[src/hdl/assert_macros.svh]
// Assertion helpers shared by the RTL files.
// All checks sample on the rising edge of clk and are disabled in reset.
`ifndef ASSERT_MACROS_SVH
`define ASSERT_MACROS_SVH

// Property must hold at every clock edge outside reset.
`define ASSERT_CLK(lbl, prop, msg) \
	lbl: assert property (@(posedge clk) disable iff (!arst_n) prop) else $error(msg);

// Condition must never be true at a clock edge outside reset.
`define ASSERT_NEVER(lbl, cond, msg) \
	lbl: assert property (@(posedge clk) disable iff (!arst_n) !(cond)) else $error(msg);

`endif

[src/hdl/ttn_pkg.sv]
`timescale 1ns / 1ps
// ----------------------------------------------------------------------------
// ttn_pkg: shared definitions of the two-tone NCO
// Widths, register reset values, register index codes and the quarter-wave
// cosine table generator used at elaboration.
// ----------------------------------------------------------------------------
package ttn_pkg;

	// Parameter defaults
	localparam int PHASE_WIDTH_DEF   = 32;
	localparam int COS_ADDR_BITS_DEF = 12;
	localparam int AMP_WIDTH_DEF     = 16;
	localparam int QUEUE_DEPTH       = 4;

	// Fixed field widths
	localparam int CFG_DATA_W = 32;
	localparam int CFG_IDX_W  = 3;
	localparam int CFG_AMP_W  = 16;
	localparam int STEP_W     = 32;
	localparam int NOISE_W    = 32;
	localparam int SAMPLE_W   = 19;
	localparam int ROM_W      = 15;

	// Output clamp limits (19-bit two's complement)
	localparam int OUT_MAX = 262143;
	localparam int OUT_MIN = -262144;

	// Register resets (X-axis defaults)
	localparam logic [STEP_W-1:0]    TONE1_STEP_RST = 32'd8388608;
	localparam logic [CFG_AMP_W-1:0] TONE1_AMP_RST  = 16'd5243;
	localparam logic [STEP_W-1:0]    TONE2_STEP_RST = 32'd0;
	localparam logic [CFG_AMP_W-1:0] TONE2_AMP_RST  = 16'd0;
	localparam logic [CFG_AMP_W-1:0] NOISE_GAIN_RST = 16'd1049;

	// Register index codes
	typedef enum logic [CFG_IDX_W-1:0] {
		REG_TONE1_STEP = 3'd0,
		REG_TONE1_AMP  = 3'd1,
		REG_TONE2_STEP = 3'd2,
		REG_TONE2_AMP  = 3'd3,
		REG_NOISE_GAIN = 3'd4
	} cfg_reg_t;

	// Taylor coefficients of cos(pi/2*u) in powers of u^2, Q30
	localparam logic [63:0] CK1 = 64'd1324675879;
	localparam logic [63:0] CK2 = 64'd272375559;
	localparam logic [63:0] CK3 = 64'd22401993;
	localparam logic [63:0] CK4 = 64'd987047;
	localparam logic [63:0] CK5 = 64'd27061;

	// One quarter-wave entry, unsigned Q0.15; index 2^qbits and above reads as zero.
	// Only evaluated on constants while the table is built.
	function automatic logic [ROM_W-1:0] cos_rom_entry(input int unsigned idx,
		input int unsigned qbits);
		logic [63:0]        u;
		logic [63:0]        z;
		logic [63:0]        p;
		logic signed [63:0] c;
		logic signed [63:0] r;
		logic [ROM_W-1:0]   res;
		res = '0;
		if (64'(idx) < (64'd1 << qbits)) begin
			u = 64'(idx) << (30 - qbits);
			z = (u * u) >> 30;
			p = CK5;
			p = CK4 - ((z * p) >> 30);
			p = CK3 - ((z * p) >> 30);
			p = CK2 - ((z * p) >> 30);
			p = CK1 - ((z * p) >> 30);
			c = $signed(64'd1 << 30) - $signed((z * p) >> 30);
			if (c < 0) begin
				c = 0;
			end
			r = (c + 64'sd16384) >>> 15;
			if (r > 64'sd32767) begin
				r = 64'sd32767;
			end
			res = r[ROM_W-1:0];
		end
		return res;
	endfunction

endpackage

[src/hdl/ttn_queue.sv]
`timescale 1ns / 1ps
// ----------------------------------------------------------------------------
// ttn_queue: small FIFO between front and back
// Holds decoded tick words so either side can stall on its own.
// ----------------------------------------------------------------------------
`include "assert_macros.svh"

module ttn_queue import ttn_pkg::*; #(
	parameter int WIDTH = NOISE_W,
	parameter int DEPTH = QUEUE_DEPTH
) (
	input  logic             clk,
	input  logic             arst_n,
	input  logic             push_valid,
	output logic             push_ready,
	input  logic [WIDTH-1:0] push_data,
	output logic             pop_valid,
	input  logic             pop_ready,
	output logic [WIDTH-1:0] pop_data
);

	localparam int PTR_W = (DEPTH > 1) ? $clog2(DEPTH) : 1;
	localparam int CNT_W = $clog2(DEPTH + 1);

	logic [WIDTH-1:0] mem_q [DEPTH];
	logic [PTR_W-1:0] wr_ptr_q, rd_ptr_q;
	logic [CNT_W-1:0] count_q;
	logic             push, pop;

	assign push_ready = (count_q != CNT_W'(DEPTH));
	assign pop_valid  = (count_q != '0);
	assign pop_data   = mem_q[rd_ptr_q];
	assign push       = push_valid && push_ready;
	assign pop        = pop_valid && pop_ready;

	// Storage
	always_ff @(posedge clk) begin
		if (push) begin
			mem_q[wr_ptr_q] <= push_data;
		end
	end

	// Pointers and fill count
	always_ff @(posedge clk or negedge arst_n) begin
		if (!arst_n) begin
			wr_ptr_q <= '0;
			rd_ptr_q <= '0;
			count_q  <= '0;
		end else begin
			if (push) begin
				wr_ptr_q <= (wr_ptr_q == PTR_W'(DEPTH - 1)) ? '0 : wr_ptr_q + 1'b1;
			end
			if (pop) begin
				rd_ptr_q <= (rd_ptr_q == PTR_W'(DEPTH - 1)) ? '0 : rd_ptr_q + 1'b1;
			end
			if (push && !pop) begin
				count_q <= count_q + 1'b1;
			end else if (pop && !push) begin
				count_q <= count_q - 1'b1;
			end
		end
	end

	`ASSERT_NEVER(a_count_bound, count_q > CNT_W'(DEPTH), "queue fill count beyond depth")
	`ASSERT_CLK(a_count_inc, push && !pop |=> count_q == CNT_W'($past(count_q) + 1'b1), "queue count did not follow a push")

endmodule

[config.mk]
export PLATFORM = sky130hd
export DESIGN_NAME = ttn_queue
export DESIGN_NICKNAME = d
export VERILOG_FILES = /design/src/hdl/ttn_pkg.sv /design/src/hdl/ttn_queue.sv
export VERILOG_INCLUDE_DIRS = /design/src /design/src/hdl
export SDC_FILE = /design/constraint.sdc
export NUM_CORES = 1
export LEC_CHECK = 0
export BUFFER_PORTS_ARGS = -buffer_cell sky130_fd_sc_hd__buf_2
export CORE_AREA = 4 4 126 128
export CTS_CLUSTER_SIZE = 8
export DETAILED_ROUTE_END_ITERATION = 10
export DIE_AREA = 0 0 130 132
export GPL_TIMING_DRIVEN = 0
export PLACE_DENSITY = 0.53
export REMOVE_ABC_BUFFERS = 1
export SKIP_CTS_REPAIR_TIMING = 1
export SYNTH_ARGS = -nofsm -noshare
export SYNTH_HDL_FRONTEND = slang
export SYNTH_SLANG_ARGS = --single-unit
[constraint.sdc]
create_clock -name clk -period 2.15 [get_ports clk]
set_input_delay 0.3225 -clock clk [delete_from_list [all_inputs] [get_ports clk]]
set_output_delay 0.3225 -clock clk [all_outputs]
set_load 0.05 [all_outputs]
Yosys cells after proc, flatten, opt, wreduce, memory -nomap -nowiden --
Memories as Yosys holds them, arrays and structs flattened. Index checks and enable logic that the tools add are counted.
Storage, ports and cells: memories 1, register bits 7, word-level logic and storage cells 25, bits in writable memories 128
Memories:
- mem_q | depth 4, width 32, read ports 1, clocked after memory_dff 0, wr ports 1, RTL line ttn_queue.sv:25 | logic [WIDTH-1:0] mem_q [DEPTH];
Operators by class: mux-type cells 6, add/subtract/negate cells 4, equal/unequal tests 3, reductions and logical operators 8
Operators by type and width (count):
- $mux W3 | 2
- $add A2 B1 Y2 const B | 2
- $eq A2 B2 Y1 const B | 2
- $logic_and A1 B1 Y1 | 4
- $mux W2 | 2
- $add A3 B1 Y3 const B | 1
- $ne A3 B3 Y1 const B | 1
- $reduce_bool A3 Y1 | 1
- $sub A3 B1 Y3 const B | 1
- $logic_not A1 Y1 | 2
- $mux W1 | 2
- $reduce_bool A2 Y1 | 1

Longest topological paths before layout --
word-level depth 6, mapped depth 8

Worst setup path after synthesis --
No wires, ideal clock.
path kind flip-flop to flip-flop, start reg count_q[1], end reg count_q[2], library setup time 0.079 ns, stages on the path, launching flop included 9, required time 2.071 ns, path buffers 0, path slack 0.076 ns, data arrival time 1.995 ns, path through dfrtp_1 or3_4 nand2_2 ha_1 inv_1 fa_1 xor2_1 nor2_1 xor2_1
Between the ends: cells in the longest elaborated chain, start to end 5, elaborated cells between the ends (all ways) 13, those cells by class add/sub: 2; eq/ne: 1; mux: 2; reduce/logical: 8
RTL lines:
- start, declared | RTL line ttn_queue.sv:27 | logic [CNT_W-1:0] count_q;
- start signal, assigned | RTL line ttn_queue.sv:57 | count_q <= count_q + 1'b1;
- start signal, assigned | RTL line ttn_queue.sv:59 | count_q <= count_q - 1'b1;
- $reduce_bool A3 Y1 (*) | RTL line ttn_queue.sv:31 | assign pop_valid = (count_q != '0);
- via pop_valid | RTL line ttn_queue.sv:17 | output logic pop_valid,
- $logic_and A1 B1 Y1 (*) | RTL line ttn_queue.sv:34 | assign pop = pop_valid && pop_ready;
- $logic_not A1 Y1 | RTL line ttn_queue.sv:56 | if (push && !pop) begin
- $logic_and A1 B1 Y1 | RTL line ttn_queue.sv:56
- $mux W3 / $reduce_bool A2 Y1 (equally long branches)
Mark *: on every way through the listed nets, which the timed path passes. The rest lies on a longest branch. The select of a mux whose other input is x is not followed. A chain may end at the register's enable or synchronous reset.

Worst setup path after layout --
start reg rd_ptr_q[0], end out pop_data[0]
Between the ends: cells in the longest elaborated chain, start to end 1
RTL lines:
- start, declared | RTL line ttn_queue.sv:26 | logic [PTR_W-1:0] wr_ptr_q, rd_ptr_q;
- start signal, assigned | RTL line ttn_queue.sv:54 | rd_ptr_q <= (rd_ptr_q == PTR_W'(DEPTH - 1)) ? '0 : rd_ptr_q + 1'b1;
- $mem_v2 Z4 W32
- end, declared | RTL line ttn_queue.sv:19 | output logic [WIDTH-1:0] pop_data
No other way between the ends.

==> flow_results.org <==
** Clock network
- The root buffer cell chosen for the clock tree is sky130_fd_sc_hd__clkbuf_16.
- TritonCTS built the clock tree.
- Clk Latency, worst-skew pair :: a little over 0.4 ns
- In this run the deepest clock path goes through 2 buffers.
- Number of buffers inserted during clock tree synthesis :: 17
- Level count of the clock H-tree :: 4
- After clock tree synthesis, the clock-pin slew on the worst setup and hold paths is 0.06 ns.
- The clock drives approximately 140 sinks.

** Detailed routing
- Number of search-and-repair iterations in the first detailed-routing pass :: 4
- Detailed-routing wirelength on met1 :: 4180 um
- DRT antenna net count :: 0
- For this run, design rule violations remaining after detail routing come to 0.
- Top routing layer in use :: met5
- Average vias per placed instance :: about 4.6
- Routed via count :: roughly 2400
- After detailed routing, the average wire length per cell comes to 18.8 um.
- Routed wl met2 :: 4720 um
- The detailed router finished its first iteration with 89 violations.
- Detailed-route wire length :: 9550 um
- Wire segments on met3 add up to roughly 430 um in the final route.

** Floorplan
- Floorplan core area :: 14900 um2
- The floorplan step set the die height to 132 um.
- Number of placement rows :: 45
- Initial core utilization :: 34.4%
- Pin placement for this block handled 70 I/O pins.
- The die covers ~17000 um2.
- Width of the die :: about 130 um

** Pwr
- Maximum vdd ir drop :: ~0.67 mV
- Leakage power figure :: 2.35 nW
- For this design the ratio of total power to cell area is 1670 nW/um2.
- Summing internal, switching and leakage power gives 11.1 mW.

** Synthesis
- The synthesized design devotes to its leading area cell type around three quarters of total area.
- Synth top area cells :: sky130_fd_sc_hd__edfxtp_1, sky130_fd_sc_hd__mux4_2, sky130_fd_sc_hd__dfrtp_1
- Count of state elements after synthesis :: approximately 140
- After technology mapping, the gate count stands at 205.
- For this run, the number of Yosys warnings is 0.
- Unique masters post-synth :: 20
- Syn_area_per_cell :: 24.9 um2
- For this run, the register share of the synthesized area comes to 78.7%.
- Cell taking the most area after synthesis :: sky130_fd_sc_hd__edfxtp_1
- Netlist Area Pre-Place :: 5110 um2

** Critical path
- Critical Path Sink Type :: output port
- Worst reg-to-reg path cell count :: 8
- For the worst setup path, the data required time is 1.83 ns.
- In this run the critical register-to-register path is launched from count_q[0].
- Data on the critical path arrives at its endpoint at 1.88 ns.
- Setup slack of the worst register-to-register path :: 0.13 ns
- STA classifies the critical path startpoint as a register.
- CP startpoint :: rd_ptr_q[0]
- Along the worst path, the maximum fanout reaches 7.
- Destination of the worst register-to-register timing path :: count_q[2]
- Critical setup path kind :: register to output port

** STA
- Measured against its own limit, the worst slew margin works out to 63.8%.
- Highest clock rate :: about 0.46 GHz
- Setup slack of the critical path after layout :: -0.0477 ns
- Clock skew after layout :: between 0.006 and 0.007 ns
- Final Cycle Share :: 102%
- At the pin with the least slew margin, the transition time is 0.544 ns.
- Final-report setup violation count :: 13
- The hold violation total from the final report was 0.
- Unrepaired setup endpoints after global routing :: yes
- Max Slew Vio Count :: 0
- Counting I/O delays and the setup requirement, the final critical path takes 2.20 ns.

** Finish
- Cells fill 44.8% of the core in the end.
- The area growth from synthesis to layout is 30.4%.
- # nets final :: 350
- Leaving out filler cells and counting taps, the final layout contains just over 500.
- Fraction of final layout cells sized beyond drive strength 1 :: around 50%
- Fill cell instance count of the final layout :: around 1300
- The number of antenna diodes in the final layout is 0.

** Global route
- The initial antenna violation count was 1.
- The first global-routing pass estimated 13800 um of wire.
- Largest net degree at the start of global routing :: 35
- For this run the aggregate overflow at the end of global routing stands at 0.
- GR Util All Layers :: 11.2%
- The via count of the first global-routing pass is approximately 2500.

** Place
- Last weighted congestion value of the routability-driven placer :: 0.671
- Placed Instances :: roughly 460
- Once detailed placement completed, the half-perimeter wirelength came to 5550 um.
- Buffers placed on the I/O ports in this run total 69.

** Worst hold path
- Counting instances, the worst hold path has a depth of 1.
- Launch point of the worst hold path :: push_data[15]
- The worst hold path belongs to the class input port to register.
- Endpoint of the worst hold-timing path :: mem_q[3][15]

** Status
- The flow ran to the end, but the final reports show violations.
- The checks that failed: setup timing.

** Flow run
- Max-cap violations in this run came to 0.
[synth_stat cells]
master / n
sky130_fd_sc_hd__mux2_2: 5
sky130_fd_sc_hd__xnor2_1: 1
sky130_fd_sc_hd__and2_1: 4
sky130_fd_sc_hd__dfrtp_1: 7
sky130_fd_sc_hd__nor2_1: 4
sky130_fd_sc_hd__mux4_1: 4
sky130_fd_sc_hd__clkbuf_1: 1
sky130_fd_sc_hd__buf_6: 1
sky130_fd_sc_hd__buf_2: 3
sky130_fd_sc_hd__buf_12: 3
sky130_fd_sc_hd__fa_1: 1
sky130_fd_sc_hd__a21boi_2: 1
sky130_fd_sc_hd__ha_1: 6
sky130_fd_sc_hd__mux4_2: 28
sky130_fd_sc_hd__xor2_1: 2
sky130_fd_sc_hd__inv_1: 3
sky130_fd_sc_hd__nand2_1: 1
sky130_fd_sc_hd__nand2_2: 1
sky130_fd_sc_hd__edfxtp_1: 128
sky130_fd_sc_hd__or3_4: 1
[critical path: stages (launching register included)]
cell and delay, ns:
sky130_fd_sc_hd__dfrtp_4 0.54, sky130_fd_sc_hd__buf_12 0.15, sky130_fd_sc_hd__clkbuf_16 0.16, sky130_fd_sc_hd__mux4_2 0.44
sky130_fd_sc_hd__buf_8 0.17
[state kept, by name (all words and copies together), names as in the netlist]
signal,flops
rd_ptr_q,2
count_q,3
mem_q,128
wr_ptr_q,2
[how the worst max path moves through the flow]
stage	end	slack, ns	cells after the start
after floorplan	pop_data[13]	-0.51	1
after global placement	pop_data[23]	-1.14	2
after detailed placement	pop_data[16]	-0.02	3
after CTS	pop_data[16]	-0.46	3
after global routing	pop_data[2]	-0.10	4
final	pop_data[0]	-0.05	4
[through the flow]
step	hold WS [ns]	setup slack, ns	cell area (um2)	setup TNS (ns)
global placement	0.174	-1.14	5600	-113.97
finish	0.123	-0.0477	6660	-0.351
floorplan	0.0269	-0.506	5020	-12.26
global route	0.109	-0.104	6660	-1.30
CTS	-0.273	-0.464	6270	-11.69
detailed placement	0.173	-0.0169	5730	-0.0414
[placed cells by master, fill, tap and decap left out]
master and n:
sky130_fd_sc_hd__clkbuf_16 18, sky130_fd_sc_hd__nand2_4 1, sky130_fd_sc_hd__mux4_1 2, sky130_fd_sc_hd__buf_4 18, sky130_fd_sc_hd__nand2_1 1, sky130_fd_sc_hd__ha_2 1, sky130_fd_sc_hd__buf_8 1, sky130_fd_sc_hd__dfrtp_4 2
sky130_fd_sc_hd__buf_2 38, sky130_fd_sc_hd__xnor2_1 1, sky130_fd_sc_hd__and2_2 4, sky130_fd_sc_hd__xor2_1 2, sky130_fd_sc_hd__dfrtp_2 1, sky130_fd_sc_hd__edfxtp_1 128, sky130_fd_sc_hd__a21boi_2 1, sky130_fd_sc_hd__bufinv_16 2
sky130_fd_sc_hd__or3_4 1, sky130_fd_sc_hd__clkinv_4 1, sky130_fd_sc_hd__inv_1 3, sky130_fd_sc_hd__fa_2 1, sky130_fd_sc_hd__buf_6 23, sky130_fd_sc_hd__buf_12 5, sky130_fd_sc_hd__dlygate4sd3_1 1, sky130_fd_sc_hd__clkbuf_1 3
sky130_fd_sc_hd__buf_16 4, sky130_fd_sc_hd__clkinv_1 5, sky130_fd_sc_hd__clkinvlp_4 1, sky130_fd_sc_hd__dfrtp_1 4, sky130_fd_sc_hd__mux2_2 5, sky130_fd_sc_hd__nor2_1 4, sky130_fd_sc_hd__clkinv_2 3, sky130_fd_sc_hd__mux4_2 30
sky130_fd_sc_hd__ha_1 5
[cell families (layout without fill, tap and decap cells)]
group	count (synthesis)	after routing	synth area share [%]
xor+xnor	3	3	0.515
compound gates	1	1	0.221
fa+ha+maj	7	7	1.86
simple gates	11	11	1.20
mux	37	37	15.5
buf+inv	11	126	1.98
flops	135	135	78.7
[cell type report]
cell class | count | area, um2 | area share (%)
inverters | 3 | 11.3 | 0.169
repair buffers | 91 | 845 | 12.7
well taps | 188 | 235 | 3.53
clock inverters | 12 | 110 | 1.65
clock buffers | 20 | 437 | 6.56
multi-input cells | 59 | 993 | 14.9
flip-flops and latches | 135 | 4030 | 60.5
[where the power goes]
part / internal (mW) / switching [mW]
sequential: 3.50 / 0.202
clock: 1.68 / 0.987
combinational: 1.98 / 2.77
[metal layers]
layer	GRT usage [%]	up-vias
met5	0	-
met4	5.54	2
met3	4.17	17
met2	17.9	57
met1	13.3	1216
li1	-	1064
(Power assumes the default switching activity.)
