## config.mk

```make
export PLATFORM = sky130hd
export DESIGN_NAME = ttn_front_flat
export DESIGN_NICKNAME = d
export VERILOG_FILES = /design/src/hdl/ttn_pkg.sv /design/src/hdl/ttn_if.sv /design/src/hdl/ttn_front.sv /design/src/flat_wrapper.sv
export VERILOG_INCLUDE_DIRS = /design/src /design/src/hdl
export SDC_FILE = /design/constraint.sdc
export NUM_CORES = 1
export LEC_CHECK = 0
export BUFFER_PORTS_ARGS = -buffer_cell sky130_fd_sc_hd__buf_2
export CORE_MARGIN = 2
export CORE_UTILIZATION = 35
export CTS_BUF_LIST = sky130_fd_sc_hd__clkbuf_4 sky130_fd_sc_hd__clkbuf_8 sky130_fd_sc_hd__clkbuf_16
export DETAILED_ROUTE_END_ITERATION = 6
export SETUP_SLACK_MARGIN = 0.3
export SYNTH_ARGS = -nofsm -noshare
export SYNTH_HDL_FRONTEND = slang
export SYNTH_SLANG_ARGS = --single-unit
```

## constraint.sdc

```tcl
create_clock -name clk -period 3.3 [get_ports clk]
set_input_delay 0.33 -clock clk [delete_from_list [all_inputs] [get_ports clk]]
set_output_delay 0.33 -clock clk [all_outputs]
set_load 0.01 [all_outputs]
```

## src/hdl/assert_macros.svh

```systemverilog
// Assertion helpers shared by the RTL files.
// All checks sample on the rising edge of clk and are disabled in reset.
`ifndef ASSERT_MACROS_SVH
`define ASSERT_MACROS_SVH

// Property must hold at every clock edge outside reset.
`define ASSERT_CLK(lbl, prop, msg) \
	lbl: assert property (@(posedge clk) disable iff (!arst_n) prop) else $error(msg);

// Condition must never be true at a clock edge outside reset.
`define ASSERT_NEVER(lbl, cond, msg) \
	lbl: assert property (@(posedge clk) disable iff (!arst_n) !(cond)) else $error(msg);

`endif

```

## src/hdl/ttn_pkg.sv

```systemverilog
`timescale 1ns / 1ps
// ----------------------------------------------------------------------------
// ttn_pkg: shared definitions of the two-tone NCO
// Widths, register reset values, register index codes and the quarter-wave
// cosine table generator used at elaboration.
// ----------------------------------------------------------------------------
package ttn_pkg;

	// Parameter defaults
	localparam int PHASE_WIDTH_DEF   = 32;
	localparam int COS_ADDR_BITS_DEF = 12;
	localparam int AMP_WIDTH_DEF     = 16;
	localparam int QUEUE_DEPTH       = 4;

	// Fixed field widths
	localparam int CFG_DATA_W = 32;
	localparam int CFG_IDX_W  = 3;
	localparam int CFG_AMP_W  = 16;
	localparam int STEP_W     = 32;
	localparam int NOISE_W    = 32;
	localparam int SAMPLE_W   = 19;
	localparam int ROM_W      = 15;

	// Output clamp limits (19-bit two's complement)
	localparam int OUT_MAX = 262143;
	localparam int OUT_MIN = -262144;

	// Register resets (X-axis defaults)
	localparam logic [STEP_W-1:0]    TONE1_STEP_RST = 32'd8388608;
	localparam logic [CFG_AMP_W-1:0] TONE1_AMP_RST  = 16'd5243;
	localparam logic [STEP_W-1:0]    TONE2_STEP_RST = 32'd0;
	localparam logic [CFG_AMP_W-1:0] TONE2_AMP_RST  = 16'd0;
	localparam logic [CFG_AMP_W-1:0] NOISE_GAIN_RST = 16'd1049;

	// Register index codes
	typedef enum logic [CFG_IDX_W-1:0] {
		REG_TONE1_STEP = 3'd0,
		REG_TONE1_AMP  = 3'd1,
		REG_TONE2_STEP = 3'd2,
		REG_TONE2_AMP  = 3'd3,
		REG_NOISE_GAIN = 3'd4
	} cfg_reg_t;

	// Taylor coefficients of cos(pi/2*u) in powers of u^2, Q30
	localparam logic [63:0] CK1 = 64'd1324675879;
	localparam logic [63:0] CK2 = 64'd272375559;
	localparam logic [63:0] CK3 = 64'd22401993;
	localparam logic [63:0] CK4 = 64'd987047;
	localparam logic [63:0] CK5 = 64'd27061;

	// One quarter-wave entry, unsigned Q0.15; index 2^qbits and above reads as zero.
	// Only evaluated on constants while the table is built.
	function automatic logic [ROM_W-1:0] cos_rom_entry(input int unsigned idx,
		input int unsigned qbits);
		logic [63:0]        u;
		logic [63:0]        z;
		logic [63:0]        p;
		logic signed [63:0] c;
		logic signed [63:0] r;
		logic [ROM_W-1:0]   res;
		res = '0;
		if (64'(idx) < (64'd1 << qbits)) begin
			u = 64'(idx) << (30 - qbits);
			z = (u * u) >> 30;
			p = CK5;
			p = CK4 - ((z * p) >> 30);
			p = CK3 - ((z * p) >> 30);
			p = CK2 - ((z * p) >> 30);
			p = CK1 - ((z * p) >> 30);
			c = $signed(64'd1 << 30) - $signed((z * p) >> 30);
			if (c < 0) begin
				c = 0;
			end
			r = (c + 64'sd16384) >>> 15;
			if (r > 64'sd32767) begin
				r = 64'sd32767;
			end
			res = r[ROM_W-1:0];
		end
		return res;
	endfunction

endpackage

```

## src/hdl/ttn_if.sv

```systemverilog
`timescale 1ns / 1ps
// ----------------------------------------------------------------------------
// ttn_if: stream channels of the two-tone NCO
// Tick channel carries one noise word per sample; sample channel carries
// one generated acceleration word.
// ----------------------------------------------------------------------------
interface ttn_tick_if import ttn_pkg::*; ();
	logic                      valid;
	logic                      ready;
	logic signed [NOISE_W-1:0] noise_word;

	modport source (output valid, output noise_word, input ready);
	modport sink   (input valid, input noise_word, output ready);
endinterface


```

## src/hdl/ttn_front.sv

```systemverilog
`timescale 1ns / 1ps
// ----------------------------------------------------------------------------
// ttn_front: register file, phase accumulators and cosine address decode
// Takes one tick word per cycle while the queue has room, turns both phases
// into quarter-wave addresses and sign flags, and advances the phases.
// ----------------------------------------------------------------------------
`include "assert_macros.svh"

module ttn_front import ttn_pkg::*; #(
	parameter int PHASE_WIDTH   = PHASE_WIDTH_DEF,
	parameter int COS_ADDR_BITS = COS_ADDR_BITS_DEF,
	parameter int AMP_WIDTH     = AMP_WIDTH_DEF,
	parameter int ENTRY_W       = 2 * (COS_ADDR_BITS - 1) + 3 + NOISE_W
) (
	input  logic                  clk,
	input  logic                  arst_n,
	ttn_tick_if.sink              tick,
	input  logic                  cfg_we,
	input  logic [CFG_IDX_W-1:0]  cfg_index,
	input  logic [CFG_DATA_W-1:0] cfg_data,
	output logic                  push_valid,
	input  logic                  push_ready,
	output logic [ENTRY_W-1:0]    push_data,
	output logic [(AMP_WIDTH < CFG_AMP_W ? AMP_WIDTH : CFG_AMP_W)-1:0] amp1,
	output logic [(AMP_WIDTH < CFG_AMP_W ? AMP_WIDTH : CFG_AMP_W)-1:0] amp2,
	output logic [(AMP_WIDTH < CFG_AMP_W ? AMP_WIDTH : CFG_AMP_W)-1:0] namp
);

	localparam int AMP_EFF_W = (AMP_WIDTH < CFG_AMP_W) ? AMP_WIDTH : CFG_AMP_W;
	localparam int QBITS     = COS_ADDR_BITS - 2;
	localparam int ADDR_W    = QBITS + 1;
	localparam int QSIZE     = 1 << QBITS;

	logic [STEP_W-1:0]    step1_q, step2_q;
	logic [AMP_EFF_W-1:0] amp1_q, amp2_q, namp_q;
	logic [PHASE_WIDTH-1:0] phase1_q, phase2_q;

	logic [PHASE_WIDTH+STEP_W-1:0] step1_ext, step2_ext;
	logic [PHASE_WIDTH-1:0]        step1_pw, step2_pw;
	logic [COS_ADDR_BITS-1:0]      top1, top2;
	logic [ADDR_W-1:0]             addr1, addr2;
	logic                          neg1, neg2, en2;
	logic                          take;

	// Register writes; indexes beyond the list are dropped
	always_ff @(posedge clk or negedge arst_n) begin
		if (!arst_n) begin
			step1_q <= TONE1_STEP_RST;
			amp1_q  <= TONE1_AMP_RST[AMP_EFF_W-1:0];
			step2_q <= TONE2_STEP_RST;
			amp2_q  <= TONE2_AMP_RST[AMP_EFF_W-1:0];
			namp_q  <= NOISE_GAIN_RST[AMP_EFF_W-1:0];
		end else if (cfg_we) begin
			case (cfg_reg_t'(cfg_index))
				REG_TONE1_STEP: step1_q <= cfg_data[STEP_W-1:0];
				REG_TONE1_AMP:  amp1_q  <= cfg_data[AMP_EFF_W-1:0];
				REG_TONE2_STEP: step2_q <= cfg_data[STEP_W-1:0];
				REG_TONE2_AMP:  amp2_q  <= cfg_data[AMP_EFF_W-1:0];
				REG_NOISE_GAIN: namp_q  <= cfg_data[AMP_EFF_W-1:0];
				default: ;
			endcase
		end
	end

	assign amp1 = amp1_q;
	assign amp2 = amp2_q;
	assign namp = namp_q;

	// Step fitted to the phase width (truncate or zero-extend)
	assign step1_ext = {{PHASE_WIDTH{1'b0}}, step1_q};
	assign step2_ext = {{PHASE_WIDTH{1'b0}}, step2_q};
	assign step1_pw  = step1_ext[PHASE_WIDTH-1:0];
	assign step2_pw  = step2_ext[PHASE_WIDTH-1:0];

	// Quadrant decode: odd quadrants mirror the index, middle two negate
	assign top1  = phase1_q[PHASE_WIDTH-1 -: COS_ADDR_BITS];
	assign top2  = phase2_q[PHASE_WIDTH-1 -: COS_ADDR_BITS];
	assign addr1 = top1[QBITS] ? (ADDR_W'(QSIZE) - {1'b0, top1[QBITS-1:0]})
		: {1'b0, top1[QBITS-1:0]};
	assign addr2 = top2[QBITS] ? (ADDR_W'(QSIZE) - {1'b0, top2[QBITS-1:0]})
		: {1'b0, top2[QBITS-1:0]};
	assign neg1  = top1[QBITS+1] ^ top1[QBITS];
	assign neg2  = top2[QBITS+1] ^ top2[QBITS];
	assign en2   = |step2_q;

	// Handshake straight into the queue
	assign take       = tick.valid && push_ready;
	assign tick.ready = push_ready;
	assign push_valid = tick.valid;
	assign push_data  = {en2, neg2, addr2, neg1, addr1, tick.noise_word};

	// Phase accumulators advance once per accepted tick
	always_ff @(posedge clk or negedge arst_n) begin
		if (!arst_n) begin
			phase1_q <= '0;
			phase2_q <= '0;
		end else if (take) begin
			phase1_q <= phase1_q + step1_pw;
			phase2_q <= phase2_q + step2_pw;
		end
	end

	`ASSERT_CLK(a_phase_adv, take |=> phase1_q == PHASE_WIDTH'($past(phase1_q) + $past(step1_pw)), "tone 1 phase did not advance by its step")
	`ASSERT_CLK(a_phase_hold, !take |=> $stable(phase1_q) && $stable(phase2_q), "phase moved without a tick")

endmodule

```

## src/flat_wrapper.sv

```systemverilog
// flat-port wrapper written by rule: the top's interface ports become plain ports
module ttn_front_flat import ttn_pkg::*;
#(
	parameter int PHASE_WIDTH   = PHASE_WIDTH_DEF,
	parameter int COS_ADDR_BITS = COS_ADDR_BITS_DEF,
	parameter int AMP_WIDTH     = AMP_WIDTH_DEF,
	parameter int ENTRY_W       = 2 * (COS_ADDR_BITS - 1) + 3 + NOISE_W
)
  (clk, arst_n, cfg_we, cfg_index, cfg_data, push_valid, push_ready, push_data, amp1, amp2, namp, tick_valid, tick_noise_word, tick_ready);
  ttn_tick_if tick_i ();
  input  logic clk;
  input  logic arst_n;
  input  logic cfg_we;
  input  logic [CFG_IDX_W-1:0] cfg_index;
  input  logic [CFG_DATA_W-1:0] cfg_data;
  output logic push_valid;
  input  logic push_ready;
  output logic [ENTRY_W-1:0] push_data;
  output logic [(AMP_WIDTH < CFG_AMP_W ? AMP_WIDTH : CFG_AMP_W)-1:0] amp1;
  output logic [(AMP_WIDTH < CFG_AMP_W ? AMP_WIDTH : CFG_AMP_W)-1:0] amp2;
  output logic [(AMP_WIDTH < CFG_AMP_W ? AMP_WIDTH : CFG_AMP_W)-1:0] namp;
  input wire logic [$bits(tick_i.valid)-1:0] tick_valid;
  input wire logic [$bits(tick_i.noise_word)-1:0] tick_noise_word;
  output wire logic [$bits(tick_i.ready)-1:0] tick_ready;
  assign tick_i.valid = tick_valid;
  assign tick_i.noise_word = tick_noise_word;
  assign tick_ready = tick_i.ready;
  ttn_front #(.PHASE_WIDTH(PHASE_WIDTH), .COS_ADDR_BITS(COS_ADDR_BITS), .AMP_WIDTH(AMP_WIDTH), .ENTRY_W(ENTRY_W)) u_core (.clk(clk), .arst_n(arst_n), .tick(tick_i), .cfg_we(cfg_we), .cfg_index(cfg_index), .cfg_data(cfg_data), .push_valid(push_valid), .push_ready(push_ready), .push_data(push_data), .amp1(amp1), .amp2(amp2), .namp(namp));
endmodule
```

Word level (Yosys, flattened, before mapping)
Index checks and enable logic that the tools add are counted.
{"block": "op_classes", "eq_ne": 4, "n_reduce_logical": 8, "mux": 2, "add_sub_neg": 4, "bitwise_logic": 2}
{"op": "adder 32 bit", "count": 2}
{"op": "OR reduction 32 bit", "count": 1}
{"op": "2-to-1 mux 11 bit", "count": 2}
{"op": "subtractor 11 x 10 -> 11 bit, first input constant", "count": 2}
{"op": "AND reduction 2 bit", "count": 5}
{"op": "== test 3 x 2 -> 1 bit, second input constant", "count": 2}
{"op": "== test 3 x 1 -> 1 bit, second input constant", "count": 1}
{"op": "== test 3 bit, second input constant", "count": 1}
{"op": "zero test 3 bit", "count": 1}
{"op": "bitwise XOR 1 bit", "count": 2}
{"op": "logical AND 1 bit", "count": 1}
{"block": "word_totals", "ff_bits": 176, "in_bits": 72, "wordCells": 27, "out_inout_bits": 107}

Longest topological paths before layout
{"block": "depth", "depth_word": 2, "mapped_depth": 11, "mapped_depth_nobuf": 11}

Least setup slack after synthesis
No wires, ideal clock.
{"block": "synth_path", "path_kind": "reg2reg", "startpoint": "register u_core.step2_q[0] (netlist: u_core.step2_pw[0])", "endpoint": "register u_core.phase2_q[26]", "path_stages_with_launch": 12, "synth_period_minus_slack_ps": 2676, "path_slack_ps": 624, "path_buffers": 0, "arrival_ps": 2541, "t_required_ps": 3165, "cell_sequence": "dfrtp_1 ha_1 fa_1 a21oi_1 o21ai_0 a21oi_1 o21ai_0 a31o_2 o21a_1 a21boi_0 xor2_1 o21ai_0"}
{"block": "synth_via", "elab_chain_cells": 1}
{"element": "from (decl)", "line": "ttn_front.sv:34", "rtl": "logic [STEP_W-1:0] step1_q, step2_q;"}
{"element": "from (signal assigned)", "line": "ttn_front.sv:57", "rtl": "REG_TONE2_STEP: step2_q <= cfg_data[STEP_W-1:0];"}
{"element": "adder 32 bit", "line": "ttn_front.sv:99", "rtl": "phase2_q <= phase2_q + step2_pw;"}
{"element": "to (signal assigned)", "line": "ttn_front.sv:99"}
{"element": "to (decl)", "line": "ttn_front.sv:36", "rtl": "logic [PHASE_WIDTH-1:0] phase1_q, phase2_q;"}
Every way passes these cells.
A chain may end at the register's enable or synchronous reset.

Worst setup path after layout
Same ends and word-level chain as after synthesis.

==> impl_metrics.env <==
export IMPL_vias=7562
export IMPL_crit_path_max_fanout=4
export IMPL_fin_hold_ws_ns=0.137
export IMPL_floorplan_initialDensity=0.354
export IMPL_top_layer_used="met4"
export IMPL_synthSimpleGateAreaFrac=0.103
export IMPL_worst_path_max_delay_cell="fa_1"
export IMPL_route_antenna_remaining_nets=0
export IMPL_clk_insertion_delay_late_ns=0.44
export IMPL_largest_family_of_logic_cells_by_synthesized_area="compound AO/OA/AOI/OAI gates"
export IMPL_timing_max_cap_violations=0
export IMPL_cellLeakagePower_nw=5.31
export IMPL_critical_path_max_stage_delay_ns=0.41
export IMPL_cp_top_delay_family="compound AO/OA/AOI/OAI gates"
export IMPL_wire_per_inst_um=16.3
export IMPL_dr_pass1_iters=5
export IMPL_synth_mux_area_fraction=0.126
export IMPL_globalplace_congestion=0.844
export IMPL_synth_flop_cell="dfrtp_1"
export IMPL_grt_usage=0.158
export IMPL_setup_tns_ns=0
export IMPL_hold_depth=2
export IMPL_timing_critical_path_arrival_ns=3.15
export IMPL_drcViolationCount=0
export IMPL_post_drt_via_cell_ratio=5.13
export IMPL_coreArea_um2=29500
export IMPL_grt_max_degree=95
export IMPL_wl_met1_um=11800
export IMPL_cts_tree="built"
export IMPL_cts_post_setup_buffers_inserted=0
export IMPL_setup_worst_path_end_class="flip-flop"
export IMPL_post_synth_fa_ha_maj_area_fraction=0.0806
export IMPL_critical_path_top_cell_by_count="o21ai_0"
export IMPL_syn2layout_area_growth_pct=13.3
export IMPL_timing_critical_path_required_ns=3.59
export IMPL_first_global_vias=7385
export IMPL_rsz0062_at_grt="yes"
export IMPL_ios=179
export IMPL_final_net_count=1208
export IMPL_path_cells="ha_1, fa_1, a21oi_1, o21ai_0, a21oi_2, o21ai_1, a31o_2, o21a_1, a21boi_1, xor2_1, o21ai_0"
export IMPL_synth_compound_area_share=0.155
export IMPL_worst_r2r_cell_count=11
export IMPL_insertedDiodeCount=0
export IMPL_dieWidth_um=177
export IMPL_clk_transition_reported_paths_ns=0.07
export IMPL_fraction_of_synthesized_cell_area_in_xor_and_xnor_cells=0.0605
export IMPL_cp_depth=11
export IMPL_cts_made_buffers=17
export IMPL_finalCritPeriodShare=0.867
export IMPL_worstMarginPinSlew_ns=0.903
export IMPL_placement_rows=63
export IMPL_path_buf_inv=0
export IMPL_total_congestion_overflow_after_global_routing=0
export IMPL_worstHoldPathType="input port to flip-flop"
export IMPL_synth_sequential_area_ratio=0.424
export IMPL_power_density_nw_per_um2=929
export IMPL_finalNonFillerCells=1473
export IMPL_dpl_hpwl_um=17400
export IMPL_gate_count_post_synth=1003
export IMPL_antenna_found_initial=0
export IMPL_final_min_clock_period_ns=2.86
export IMPL_synth_async_sr_flop_share=1.00
export IMPL_finalSetupViolations=0
export IMPL_drt_total_wl_um=24000
export IMPL_avgSynthCellArea_um2=10.4
export IMPL_max_slew_violation_count=0
export IMPL_drt_first_iter_violations=534
export IMPL_skew_ns=0.00848
export IMPL_start_kind="flip-flop"
export IMPL_max_freq_ghz=0.349
export IMPL_htree_num_levels=4
export IMPL_synthDistinctLibCells=76
export IMPL_place_port_buffers=114
export IMPL_mappedNetlistNets=1141
export IMPL_wire_length_of_the_first_global_routing_pass_um=39000
export IMPL_final_hold_violation_count=0
export IMPL_synth_edf_count=0
export IMPL_run_status="finished, final reports clean"
export IMPL_root_buffer="clkbuf_16"
export IMPL_drive_above_1_share=0.292
export IMPL_worst_slew_margin_rel=0.397
export IMPL_wl_met3_um=1230
export IMPL_cts_path_max_buffers=2
export IMPL_yosys_reg_bits=176
export IMPL_path_class="flip-flop to flip-flop"
export IMPL_mappedNetlistArea_um2=10400
export IMPL_clock_sink_count=176
export IMPL_die_ar_um2=31200
export IMPL_yosys_warnings=0
export IMPL_vdd_drop_max_mv=0.468
export IMPL_die_height_um=177
export IMPL_dp_cells=1440
export IMPL_wl_met2_um=10600
==> state kept, by name, summed over array words and instances, names as in the netlist <==
name             flops
u_core.phase1_q     32
u_core.phase2_q     32
u_core.step1_pw     32
u_core.step2_pw     32
u_core.amp1         16
u_core.amp2         16
u_core.namp         16
==> cell families (layout without fill, tap and decap cells) <==
logic type	Yosys count	count (layout)
and+or+nand+nor	221	221
DFF	176	176
xor gates and xnor gates	72	72
AOI/OAI and AO/OA	251	251
muxes	117	117
buffers and inverters	100	180
adders and majority gates	66	66
==> stage by stage <==
step / worst slack (ns) / utilization / total power [W] / cell area [um2]
CTS: 0.345 / 0.400 / 0.0110 / 11800
global route: 0.284 / 0.401 / 0.0119 / 11800
finish: 0.437 / 0.401 / 0.0110 / 11800
floorplan: 0.624 / - / 0.00746 / 10400
global placement: 0.360 / 0.378 / 0.00866 / 11200
detailed placement: 0.278 / 0.378 / 0.00874 / 11200
==> layout by cell type (no fill, tap or decap), types with 4 or more instances in the layout <==
| master | n |
|---|---|
| inv_6 | 5 |
| and3_1 | 5 |
| nor4_1 | 11 |
| a211oi_1 | 5 |
| nor2_1 | 26 |
| mux2_2 | 116 |
| nand3_1 | 18 |
| ha_1 | 64 |
| nor3b_1 | 4 |
| a21oi_1 | 60 |
| nand2b_1 | 8 |
| dfstp_2 | 13 |
| xnor2_1 | 47 |
| o21bai_1 | 9 |
| nor2b_1 | 8 |
| inv_1 | 25 |
| o31ai_1 | 7 |
| clkbuf_16 | 17 |
| buf_4 | 7 |
| nand2_1 | 100 |
| or3_1 | 8 |
| o21ai_1 | 15 |
| buf_2 | 113 |
| a21o_1 | 25 |
| xor2_1 | 25 |
| a31oi_1 | 5 |
| o21ai_0 | 78 |
| nand4_1 | 12 |
| o21a_1 | 7 |
| dfrtp_1 | 163 |
==> power breakdown <==
group / switching [W] / total, W / internal (W)
clock network: 0.000957 / 0.00220 / 0.00124
registers: 0.000587 / 0.00344 / 0.00285
logic: 0.00291 / 0.00534 / 0.00242
==> synthesized netlist by cell type (all sizes together), types with 2 or more instances <==
cell type,n,area share
a21o,25,0.018
and4,2,0.0019
o31ai,10,0.0086
buf,45,0.031
a21oi,62,0.030
nand3,19,0.0096
a31oi,7,0.0062
o21bai,9,0.0065
o22ai,2,0.0018
nor3,5,0.0029
a211oi,5,0.0036
dfstp,13,0.033
o21ai,95,0.046
inv,25,0.0090
xnor2,47,0.039
nor2,27,0.0097
nand2b,8,0.0048
dfrtp,163,0.39
ha,64,0.077
a21boi,2,0.0014
nor3b,5,0.0036
xor2,25,0.021
fa,2,0.0038
nor2b,9,0.0056
or2,3,0.0018
o21a,7,0.0050
and3,5,0.0030
a221oi,4,0.0040
nor4,12,0.0072
mux2,116,0.13
a31o,4,0.0034
a211o,3,0.0026
nor4b,2,0.0023
clkbuf,30,0.011
nand2,101,0.036
or3,8,0.0048
nand4,12,0.0072
o2111ai,2,0.0023
a2111oi,3,0.0037
==> worst register-to-register path: stages (launching register included) <==
cell	delay (ns)
dfrtp_1	0.40
ha_1	0.23
fa_1	0.41
a21oi_1	0.20
o21ai_0	0.14
a21oi_2	0.23
o21ai_1	0.13
a31o_2	0.29
o21a_1	0.24
a21boi_1	0.20
xor2_1	0.16
o21ai_0	0.09
==> routing by layer <==
metal  vias up  global-route usage
met3        27              0.0372
li1       3708                   -
met4         0              0.0492
met5         -                   0
met1      3648               0.221
met2       179               0.240
==> area by class of cell <==
type	instances	area [um2]
clock inverters	14	191
well taps	390	488
clock buffers	18	439
fillers	2915	17700
repair buffers	123	659
flip-flops and latches	176	4420
multi-input cells	727	5530
inverters	25	93.8
==> path summary, 6_finish.rpt <==
path	from	endpoint	slack, ns
worst max register to register	u_core.step2_pw[0]$_DFFE_PN0P_	u_core.phase2_q[26]$_DFFE_PN0P_	0.44
min in group asynchronous	arst_n	u_core.amp1[11]$_DFFE_PN0P_	0.47
worst min-delay path	cfg_data[27]	u_core.step1_pw[27]$_DFFE_PN0P_	0.14
worst max-delay path	u_core.step2_pw[0]$_DFFE_PN0P_	u_core.phase2_q[26]$_DFFE_PN0P_	0.44
max in group asynchronous	arst_n	u_core.step1_pw[23]$_DFFE_PN1P_	1.98
worst min register to register	u_core.phase1_q[9]$_DFFE_PN0P_	u_core.phase1_q[9]$_DFFE_PN0P_	0.49
==> repair_timing <==
item / in CTS / in global routing
resized for setup: 1 / 7
cloned: 0 / 0
pin swaps: 0 / 1
hold endpoints to repair: 71 / 0
hold buffers: 1 / 0
endpoints found under the setup margin: 1 / 11
Power figures use the tool's default switching activity.
